### src/rtl/edf_pkg.sv
// Shared types and constants for the EDF task scheduler.
// No dependencies; imported by every module of the block.
package edf_pkg;

  localparam int MAX_TASKS_DEF = 5;
  localparam int TIME_BITS_DEF = 8;

  // Serial divider operand widths: budget scaled by 2^16 over an 8-bit period.
  localparam int DVD_W = 24;
  localparam int DVS_W = 8;

  localparam logic [16:0] Q16_ONE = 17'h1_0000;

  localparam logic [1:0] ADD_OK   = 2'd0;
  localparam logic [1:0] ADD_UTIL = 2'd1;
  localparam logic [1:0] ADD_FULL = 2'd2;

  localparam logic OP_TICK = 1'b0;
  localparam logic OP_ADD  = 1'b1;

  typedef struct packed {
    logic       op;
    logic [7:0] budget;
    logic [7:0] task_period;
  } in_item_t;

  typedef struct packed {
    logic [2:0] running_task;
    logic       deadline_miss;
    logic [2:0] missed_task;
    logic [1:0] add_status;
  } out_item_t;

endpackage

### src/rtl/edf_mem.sv
// Task table storage: one write port, one read port, registered read data.
// Depends on edf_pkg for the default depth and width.
module edf_mem import edf_pkg::*; #(
  parameter int DEPTH  = MAX_TASKS_DEF,
  parameter int WIDTH  = 24 + 2 * TIME_BITS_DEF,
  parameter int ADDR_W = 3
) (
  input  logic              clk,
  input  logic              wr_en,
  input  logic [ADDR_W-1:0] wr_addr,
  input  logic [WIDTH-1:0]  wr_data,
  input  logic              rd_en,
  input  logic [ADDR_W-1:0] rd_addr,
  output logic [WIDTH-1:0]  rd_data
);

  logic [WIDTH-1:0] mem_r [DEPTH];

  always_ff @(posedge clk) begin
    if (wr_en) begin
      mem_r[wr_addr] <= wr_data;
    end
  end

  always_ff @(posedge clk) begin
    if (rd_en) begin
      rd_data <= mem_r[rd_addr];
    end
  end

endmodule

### src/rtl/edf_div.sv
// Restoring radix-2 divider, one quotient bit per cycle.
// Depends on edf_pkg for operand widths.
module edf_div import edf_pkg::*; (
  input  logic             clk,
  input  logic             rst_n,
  input  logic             start,
  input  logic [DVD_W-1:0] dividend,
  input  logic [DVS_W-1:0] divisor,
  output logic             done,
  output logic [DVD_W-1:0] quotient
);

  localparam int CNT_W = $clog2(DVD_W);

  logic             busy_r;
  logic             done_r;
  logic [CNT_W-1:0] cnt_r;
  logic [DVS_W-1:0] rem_r;
  logic [DVS_W-1:0] dvs_r;
  logic [DVD_W-1:0] quo_r;

  logic [DVS_W:0]   shift_nxt;
  logic             ge_nxt;
  logic [DVS_W-1:0] rem_nxt;

  always_comb begin
    shift_nxt = {rem_r, quo_r[DVD_W-1]};
    ge_nxt    = shift_nxt >= {1'b0, dvs_r};
    rem_nxt   = ge_nxt ? DVS_W'(shift_nxt - {1'b0, dvs_r}) : shift_nxt[DVS_W-1:0];
  end

  always_ff @(posedge clk) begin
    if (!rst_n) begin
      busy_r <= 1'b0;
      done_r <= 1'b0;
      cnt_r  <= '0;
    end else begin
      done_r <= 1'b0;
      if (start) begin
        busy_r <= 1'b1;
        cnt_r  <= '0;
        rem_r  <= '0;
        dvs_r  <= divisor;
        quo_r  <= dividend;
      end else if (busy_r) begin
        rem_r <= rem_nxt;
        quo_r <= {quo_r[DVD_W-2:0], ge_nxt};
        cnt_r <= cnt_r + CNT_W'(1);
        if (cnt_r == CNT_W'(DVD_W - 1)) begin
          busy_r <= 1'b0;
          done_r <= 1'b1;
        end
      end
    end
  end

  assign done     = done_r;
  assign quotient = quo_r;

endmodule

### src/rtl/edf_task_scheduler.sv
// EDF task scheduler top level: sequencer over the task table memory (edf_mem, edf_div).
// Tick: select scan, charge, update scan, then the result; no charge step when no task is
// ready. Add: 24-step serial divider, admission check, then a reload scan when admitted;
// a zero period skips the divider and is refused on utilization. One transaction at a time.
// Reset (rst_n, synchronous, active low) empties the table; entries are not cleared.
module edf_task_scheduler import edf_pkg::*; #(
  parameter int MAX_TASKS = MAX_TASKS_DEF,
  parameter int TIME_BITS = TIME_BITS_DEF
) (
  input  logic      clk,
  input  logic      rst_n,
  input  logic      in_valid,
  output logic      in_stall,
  input  in_item_t  in_data,
  output logic      out_valid,
  input  logic      out_stall,
  output out_item_t out_data
);

  localparam int IDX_W = (MAX_TASKS > 1) ? $clog2(MAX_TASKS) : 1;
  localparam int CNT_W = $clog2(MAX_TASKS + 1);
  localparam int ENT_W = 24 + 2 * TIME_BITS;

  // One table entry: static task description plus the running counters.
  typedef struct packed {
    logic [7:0]           budget;
    logic [7:0]           len;
    logic [TIME_BITS-1:0] dl;
    logic [7:0]           bleft;
    logic [TIME_BITS-1:0] ticks;
  } ent_t;

  typedef enum logic [2:0] {
    S_IDLE, S_SEL, S_CHG, S_UPD, S_DIV, S_CHK, S_RLD, S_FIN
  } state_t;

  state_t           state_r;
  in_item_t         in_r;
  logic [CNT_W-1:0] count_r;
  logic [16:0]      sum_r;
  logic [CNT_W-1:0] rd_ptr_r;
  logic             pend_r;
  logic [IDX_W-1:0] pend_idx_r;
  logic             found_r;
  logic [IDX_W-1:0] best_idx_r;
  ent_t             best_ent_r;
  logic             miss_r;
  logic [IDX_W-1:0] miss_idx_r;
  logic [1:0]       status_r;
  logic             out_valid_r;
  out_item_t        out_data_r;

  // Memory port and datapath signals.
  logic             mem_we;
  logic [IDX_W-1:0] mem_waddr;
  ent_t             mem_wdata;
  logic             mem_re;
  logic [ENT_W-1:0] mem_rdata;
  ent_t             rent;
  logic             issue;
  logic             sel_better;
  ent_t             upd_ent;
  logic             upd_miss;
  ent_t             rld_ent;
  ent_t             new_ent;
  logic [TIME_BITS-1:0] last_tick;
  logic             div_start;
  logic             div_done;
  logic [DVD_W-1:0] div_quo;
  logic [24:0]      sum_ext;
  logic             util_over;
  logic             table_full;
  out_item_t        result;

  edf_mem #(
    .DEPTH  (MAX_TASKS),
    .WIDTH  (ENT_W),
    .ADDR_W (IDX_W)
  ) u_mem (
    .clk     (clk),
    .wr_en   (mem_we),
    .wr_addr (mem_waddr),
    .wr_data (mem_wdata),
    .rd_en   (mem_re),
    .rd_addr (rd_ptr_r[IDX_W-1:0]),
    .rd_data (mem_rdata)
  );

  // Start the share division as the add transaction is taken; a zero period
  // never reaches the divider.
  assign div_start = (state_r == S_IDLE) && in_valid && (in_data.op == OP_ADD) &&
                     (in_data.task_period != 8'd0);

  edf_div u_div (
    .clk      (clk),
    .rst_n    (rst_n),
    .start    (div_start),
    .dividend ({in_data.budget, 16'h0000}),
    .divisor  (in_data.task_period),
    .done     (div_done),
    .quotient (div_quo)
  );

  assign rent  = ent_t'(mem_rdata);
  // Scan pointer issues one read per cycle over the occupied entries.
  assign issue = rd_ptr_r < count_r;

  always_comb begin
    // Selection: ready task with the smallest deadline, then smaller budget left;
    // lower index wins a full tie since later entries must be strictly better.
    sel_better = (rent.bleft != 8'd0) &&
                 (!found_r || (rent.dl < best_ent_r.dl) ||
                  ((rent.dl == best_ent_r.dl) && (rent.bleft < best_ent_r.bleft)));

    // Reload image of the entry just read: fresh deadline, budget and counter.
    rld_ent       = rent;
    rld_ent.dl    = TIME_BITS'({{TIME_BITS{1'b0}}, rent.len});
    rld_ent.bleft = rent.budget;
    rld_ent.ticks = '0;

    // Last tick of the period, wrapped to the counter width.
    last_tick = TIME_BITS'({{TIME_BITS{1'b0}}, rent.len} - (TIME_BITS + 8)'(1));

    // Per-tick update of one entry; a miss leaves the entry untouched.
    upd_ent  = rent;
    upd_miss = 1'b0;
    if (rent.ticks == last_tick) begin
      upd_ent = rld_ent;
    end else if (rent.dl != '0) begin
      upd_ent.dl    = rent.dl - TIME_BITS'(1);
      upd_ent.ticks = rent.ticks + TIME_BITS'(1);
    end else if (rent.bleft != 8'd0) begin
      upd_miss = 1'b1;
    end else begin
      upd_ent.ticks = rent.ticks + TIME_BITS'(1);
    end

    // Image of a newly admitted task.
    new_ent.budget = in_r.budget;
    new_ent.len    = in_r.task_period;
    new_ent.dl     = TIME_BITS'({{TIME_BITS{1'b0}}, in_r.task_period});
    new_ent.bleft  = in_r.budget;
    new_ent.ticks  = '0;

    // Admission checks: utilization first, then room in the table.
    sum_ext    = {8'h00, sum_r} + {1'b0, div_quo};
    util_over  = sum_ext >= 25'(Q16_ONE);
    table_full = count_r >= CNT_W'(MAX_TASKS);

    mem_we    = 1'b0;
    mem_waddr = pend_idx_r;
    mem_wdata = rent;
    mem_re    = 1'b0;
    unique case (state_r)
      S_SEL: begin
        mem_re = issue;
      end
      S_CHG: begin
        // Charge one unit to the selected task before the update walk reads it.
        mem_we          = 1'b1;
        mem_waddr       = best_idx_r;
        mem_wdata       = best_ent_r;
        mem_wdata.bleft = best_ent_r.bleft - 8'd1;
      end
      S_UPD: begin
        mem_re    = issue;
        mem_we    = pend_r && !upd_miss;
        mem_wdata = upd_ent;
      end
      S_CHK: begin
        mem_we    = !util_over && !table_full;
        mem_waddr = count_r[IDX_W-1:0];
        mem_wdata = new_ent;
      end
      S_RLD: begin
        mem_re    = issue;
        mem_we    = pend_r;
        mem_wdata = rld_ent;
      end
      default: begin
      end
    endcase

    // Assemble the result of the finished transaction.
    result = '0;
    if (in_r.op == OP_ADD) begin
      result.add_status = status_r;
    end else begin
      result.running_task  = found_r ? 3'(32'(best_idx_r) + 32'd1) : 3'd0;
      result.deadline_miss = miss_r;
      result.missed_task   = miss_r ? 3'(32'(miss_idx_r)) : 3'd0;
    end
  end

  always_ff @(posedge clk) begin
    if (!rst_n) begin
      state_r     <= S_IDLE;
      count_r     <= '0;
      sum_r       <= '0;
      pend_r      <= 1'b0;
      out_valid_r <= 1'b0;
    end else begin
      // Drop the result once the downstream side takes it.
      if (out_valid_r && !out_stall) begin
        out_valid_r <= 1'b0;
      end

      unique case (state_r)
        S_IDLE: begin
          if (in_valid) begin
            in_r     <= in_data;
            found_r  <= 1'b0;
            miss_r   <= 1'b0;
            rd_ptr_r <= '0;
            pend_r   <= 1'b0;
            if (in_data.op == OP_TICK) begin
              state_r <= S_SEL;
            end else if (in_data.task_period == 8'd0) begin
              // Zero period counts as unbounded utilization.
              status_r <= ADD_UTIL;
              state_r  <= S_FIN;
            end else begin
              state_r <= S_DIV;
            end
          end
        end
        S_SEL: begin
          rd_ptr_r   <= issue ? rd_ptr_r + CNT_W'(1) : rd_ptr_r;
          pend_r     <= issue;
          pend_idx_r <= rd_ptr_r[IDX_W-1:0];
          if (pend_r && sel_better) begin
            found_r    <= 1'b1;
            best_idx_r <= pend_idx_r;
            best_ent_r <= rent;
          end
          if (!issue && !pend_r) begin
            rd_ptr_r <= '0;
            state_r  <= found_r ? S_CHG : S_UPD;
          end
        end
        S_CHG: begin
          state_r <= S_UPD;
        end
        S_UPD: begin
          rd_ptr_r   <= issue ? rd_ptr_r + CNT_W'(1) : rd_ptr_r;
          pend_r     <= issue;
          pend_idx_r <= rd_ptr_r[IDX_W-1:0];
          if (pend_r && upd_miss) begin
            // Stop the walk at the first missed deadline.
            miss_r     <= 1'b1;
            miss_idx_r <= pend_idx_r;
            pend_r     <= 1'b0;
            state_r    <= S_FIN;
          end else if (!issue && !pend_r) begin
            state_r <= S_FIN;
          end
        end
        S_DIV: begin
          if (div_done) begin
            state_r <= S_CHK;
          end
        end
        S_CHK: begin
          if (util_over) begin
            status_r <= ADD_UTIL;
            state_r  <= S_FIN;
          end else if (table_full) begin
            status_r <= ADD_FULL;
            state_r  <= S_FIN;
          end else begin
            // Admit and restart every task with a reload sweep.
            status_r <= ADD_OK;
            count_r  <= count_r + CNT_W'(1);
            sum_r    <= 17'(sum_ext);
            rd_ptr_r <= '0;
            pend_r   <= 1'b0;
            state_r  <= S_RLD;
          end
        end
        S_RLD: begin
          rd_ptr_r   <= issue ? rd_ptr_r + CNT_W'(1) : rd_ptr_r;
          pend_r     <= issue;
          pend_idx_r <= rd_ptr_r[IDX_W-1:0];
          if (!issue && !pend_r) begin
            state_r <= S_FIN;
          end
        end
        S_FIN: begin
          // Hold until the output register is free, then hand the result over.
          if (!out_valid_r || !out_stall) begin
            out_valid_r <= 1'b1;
            out_data_r  <= result;
            state_r     <= S_IDLE;
          end
        end
        default: begin
          state_r <= S_IDLE;
        end
      endcase
    end
  end

  assign in_stall  = (state_r != S_IDLE);
  assign out_valid = out_valid_r;
  assign out_data  = out_data_r;

`ifndef SYNTHESIS
  a_count_bound: assert property (@(posedge clk) disable iff (!rst_n)
    count_r <= CNT_W'(MAX_TASKS))
    else $error("task count above table size");

  a_util_below_one: assert property (@(posedge clk) disable iff (!rst_n)
    sum_r < Q16_ONE)
    else $error("utilization sum reached one");

  a_result_kind: assert property (@(posedge clk) disable iff (!rst_n)
    out_valid_r |-> !(out_data_r.add_status != ADD_OK &&
                      (out_data_r.deadline_miss || out_data_r.running_task != 3'd0)))
    else $error("result mixes tick and add fields");

  a_div_only_in_add: assert property (@(posedge clk) disable iff (!rst_n)
    div_done |-> (state_r == S_DIV))
    else $error("divider finished outside an add");
`endif

endmodule

### config.mk
export PLATFORM = sky130hd
export DESIGN_NAME = edf_task_scheduler
export DESIGN_NICKNAME = d
export VERILOG_FILES = /design/src/rtl/edf_pkg.sv /design/src/rtl/edf_mem.sv /design/src/rtl/edf_div.sv /design/src/rtl/edf_task_scheduler.sv
export SDC_FILE = /design/constraint.sdc
export NUM_CORES = 1
export LEC_CHECK = 0
export ABC_AREA = 1
export BUFFER_PORTS_ARGS = -buffer_cell sky130_fd_sc_hd__buf_2
export CAP_MARGIN = 20
export CORE_UTILIZATION = 60
export CTS_CLUSTER_DIAMETER = 60
export CTS_CLUSTER_SIZE = 8
export DETAILED_ROUTE_END_ITERATION = 10
export PLACE_DENSITY = 0.77
export SLEW_MARGIN = 0
export SYNTH_ARGS = -nofsm -noshare
export SYNTH_HDL_FRONTEND = slang
export SYNTH_SLANG_ARGS = --single-unit
### constraint.sdc
create_clock -name clk -period 6.2 [get_ports clk]
set_input_delay 0 -clock clk [delete_from_list [all_inputs] [get_ports clk]]
set_output_delay 0 -clock clk [all_outputs]
set_load 0.005 [all_outputs]
==> results.yml <==
route:
  detail-route-antenna-nets: 0
  drt-initial-drc-count: 1394
  finalWirelength_mm: 42.9
  first_pass_iters: 6
  via_per_inst: 5.80
  drc: 0
  route.detailed.wl_per_inst_um: 18.8
  vias: 13200
place:
  place_ws_ps: 2480
  dp_cells: 2178
  hpwl_mm: 26.9
  place.gp.congestion: 0.951
  io_buffers: 31
yosys:
  synth_top_family_by_area: "simple AND/OR/NAND/NOR gates"
  synth_area_per_cell_sq_um: 10.2
  synth_xor_area_share_pct: 1.91
  netlist.area_leader.share_pct: 59.2
  syn_nets: 1871
  synthFlopType: "edfxtp_1"
  synth-adder-area-share_pct: 3.69
  synth_edf_count: 362
  ys_seq_area_share_pct: 62.7
  syn_inst: 1797
  synth_area_sq_um: 18400
  yosys_warnings: 0
  synth_largest_area_cell: "edfxtp_1"
  synth_cell_types: 53
  synth_area_leaders: "edfxtp_1 59%, nor2_1 6.6%, nand2_1 5.6%"
  async_flop_share_pct: 0
  synth-simple-area-share_pct: 16.1
  synth_seq_cells: 394
  synth_compound_area_share_pct: 10.4
  synth.area.mux_share_pct: 0
timing:
  hold_violations: 0
  finalSetupViolCount: 0
  worstMarginPinSlew_ps: 1100
  rsz0062_at_grt: "false"
  fmax_mhz: 264
  min_period_over_period_pct: 61.0
  slew_headroom_pct: 27.0
  setup_ws_ps: 2420
  skew_ps: 29.8
  min_period_ps: 3780
  final-max-slew-violation-count: 0
  tns_ps: 0
final_layout:
  multi_input_area_sq_um: 5970
  drive_gt1_share_pct: 8.68
  nets: 1940
  area_growth_pct: 13.2
  regArea_sq_um: 11500
  fillers: 2089
  antennaDiodeCount: 0
  fin_cells: 2279
worst_setup_path:
  cp.arrival_ps: 3960
  ff2ff_setup_slack_ps: 2420
  ff2ff_path_depth: 15
  crit_type: "reg2reg"
  crit_required_ps: 6380
  crit_path_cell_trace: "ha_1, fa_1, nand3_1, nand3_2, nand2_1, nand2_1, nand2_1, nand3_1, nand2_1, nand4_1, nor2_2, and2_2, nand3_4, a21oi_4, buf_4"
  reg2reg_to: "u_mem.mem_r[4][1]"
  path_depth: 15
  critPathBufInv: 1
  cpLargestDelayFamily: "simple AND/OR/NAND/NOR gates"
  slowest_delay_ps: 560
  slowest_stage: "buf_4"
  start_kind: "flop"
  cp_common_cell: "nand2_1"
  critPathCaptureType: "flop"
  crit_fanout: 40
  r2r_start: "u_div.quotient[0]"
clock_network:
  clockBufferDepth: 3
  cts_tree: "yes"
  numCtsBuffers: 56
  insertion_delay_ps: 570
  path_clk_slew_ps: 50
  cts.sink_count: 394
  h-tree-depth: 2
  ctsResizeCount: 0
  cts_root_buf: "clkbuf_16"
floorplan:
  die_h_um: 177
  fp.coreArea_sq_um: 29900
  rows: 63
  start_util_pct: 61.5
  dieArea_sq_um: 31300
  io_pins: 32
  die_w_um: 177
pwr:
  p_sw_w: 0.00259
  p_sw_share_pct: 31.2
  peakVddDrop_mv: 0.363
  power.share.sequential_pct: 43.7
  p_int_w: 0.00572
  leakage_nw: 7.84
  share_comb_of_total_power_pct: 23.1
  clock_power_share_pct: 33.2
  cellPowerDensity_nw_per_um2: 400
min_path:
  holdPathEnd: "in_r[11]"
  hold_start: "in_data[11]"
  worstHoldPathCells: 2
  worst_hold_path_type: "in2reg"
global_routing:
  antenna_found_initial: 0
  grt_pass1_vias: 12600
  grt_overflow: 0
  track_usage_pct: 28.2
  grt_max_degree: 82
  grt_pass1_wl_mm: 67.4
run:
  cap_violations: 0
outcome:
  outcome: "finished clean"
## cell usage in the layout (no fill, tap or decap), types with 13 or more instances in the layout
cell type	synthesis	final
a21oi_1	92	87
a31oi_1	49	49
buf_2	3	31
buf_4	1	22
clkbuf_1	55	18
clkbuf_16	0	58
dfxtp_1	32	32
dlygate4sd3_1	0	20
edfxtp_1	362	362
ha_1	51	51
inv_1	183	182
nand2_1	275	275
nand3_1	38	38
nand4_1	21	21
nor2_1	322	318
nor3_1	15	14
o211ai_1	14	14
o21ai_0	162	162
xnor2_1	13	13
xor2_1	27	27
## metal layers
layer | vias to the layer above | wire (um) | share of wire, % | GRT usage (%)
li1 | 6321 | - | - | -
met1 | 6298 | 18300 | 43 | 39.6
met3 | 70 | 3280 | 7.6 | 3.82
met2 | 528 | 20500 | 48 | 46.0
met5 | - | 0 | 0 | 0
met4 | 0 | 845 | 2.0 | 8.05
## cell usage after synthesis, types with 3 or more instances
cell	count
a211oi_1	5
a21oi_1	92
a22oi_1	4
a31oi_1	49
buf_2	3
clkbuf_1	55
dfxtp_1	32
edfxtp_1	362
ha_1	51
inv_1	183
inv_2	3
nand2_1	275
nand2_2	9
nand3_1	38
nand3_2	4
nand4_1	21
nor2_1	322
nor2_2	8
nor3_1	15
nor4_1	4
o2111ai_1	3
o211ai_1	14
o21ai_0	162
or2_2	4
xnor2_1	13
xor2_1	27
## how the worst max path moves through the flow
stage,from,end
final,u_div.quotient[0],u_mem.mem_r[4][1]
after global routing,u_div.quotient[0],u_mem.mem_r[4][1]
after CTS,u_div.quotient[0],u_mem.mem_r[4][1]
after detailed placement,u_div.quotient[0],u_mem.mem_r[4][2]
after global placement,u_div.quotient[0],u_mem.mem_r[0][31]
after floorplan,u_div.quotient[0],u_mem.mem_r[0][0]
## stage by stage
| stage | total power, W | hold WS [ps] | utilization, % | area (sq um) |
|---|---|---|---|---|
| 2_1_floorplan | 0.00492 | 98.9 | - | 18400 |
| 3_3_place_gp | 0.00545 | 215 | 63.6 | 19000 |
| 3_5_place_dp | 0.00554 | 218 | 63.6 | 19000 |
| 4_1_cts | 0.00831 | 160 | 69.6 | 20800 |
| 5_1_grt | 0.00868 | 182 | 69.6 | 20800 |
| 6_report | 0.00831 | 177 | 69.6 | 20800 |
## state kept, by name, indices dropped and copies added, names as in the netlist
| name | flops |
|---|---|
| u_div.busy_r | 1 |
| u_mem.mem_r | 200 |
| u_div.cnt_r | 5 |
| count_r | 3 |
| miss_idx_r | 3 |
| u_div.quotient | 24 |
| u_div.rem_r | 8 |
| u_mem.rd_data | 40 |
| pend_idx_r | 3 |
| out_data | 9 |
| state_r | 3 |
| status_r | 2 |
| u_div.done | 1 |
| pend_r | 1 |
| best_ent_r | 40 |
| best_idx_r | 3 |
| in_r | 17 |
| sum_r | 17 |
| found_r | 1 |
| rd_ptr_r | 3 |
| out_valid | 1 |
| u_div.dvs_r | 8 |
| miss_r | 1 |
## timing repair
| action | CTS | global route |
|---|---|---|
| hold buffers | 20 | 0 |
| hold endpoints to repair | 49 | 0 |
| setup buffers | 0 | 0 |
## power groups by stage
| stage | clock network, W | registers, W | logic (W) |
|---|---|---|---|
| floorplan | 0 | 0.00360 | 0.00132 |
| global placement | 0 | 0.00366 | 0.00179 |
| detailed placement | 0 | 0.00367 | 0.00187 |
| CTS | 0.00279 | 0.00362 | 0.00190 |
| global route | 0.00290 | 0.00365 | 0.00214 |
| finish | 0.00276 | 0.00363 | 0.00192 |
## kinds of logic after synthesis
logic type / count (synthesis)
flops: 394
buf+inv: 250
simple gates: 714
compound gates: 346
xor+xnor: 40
fa+ha+maj: 53
## area by class of cell
class	instances	area share, %
multi-input cells	1153	28.7
inverters	188	3.39
clock buffers	77	7.37
well taps	390	2.35
flip-flops and latches	394	55.4
repair buffers	73	2.50
clock inverters	4	0.277
(Power assumes the default switching activity.)
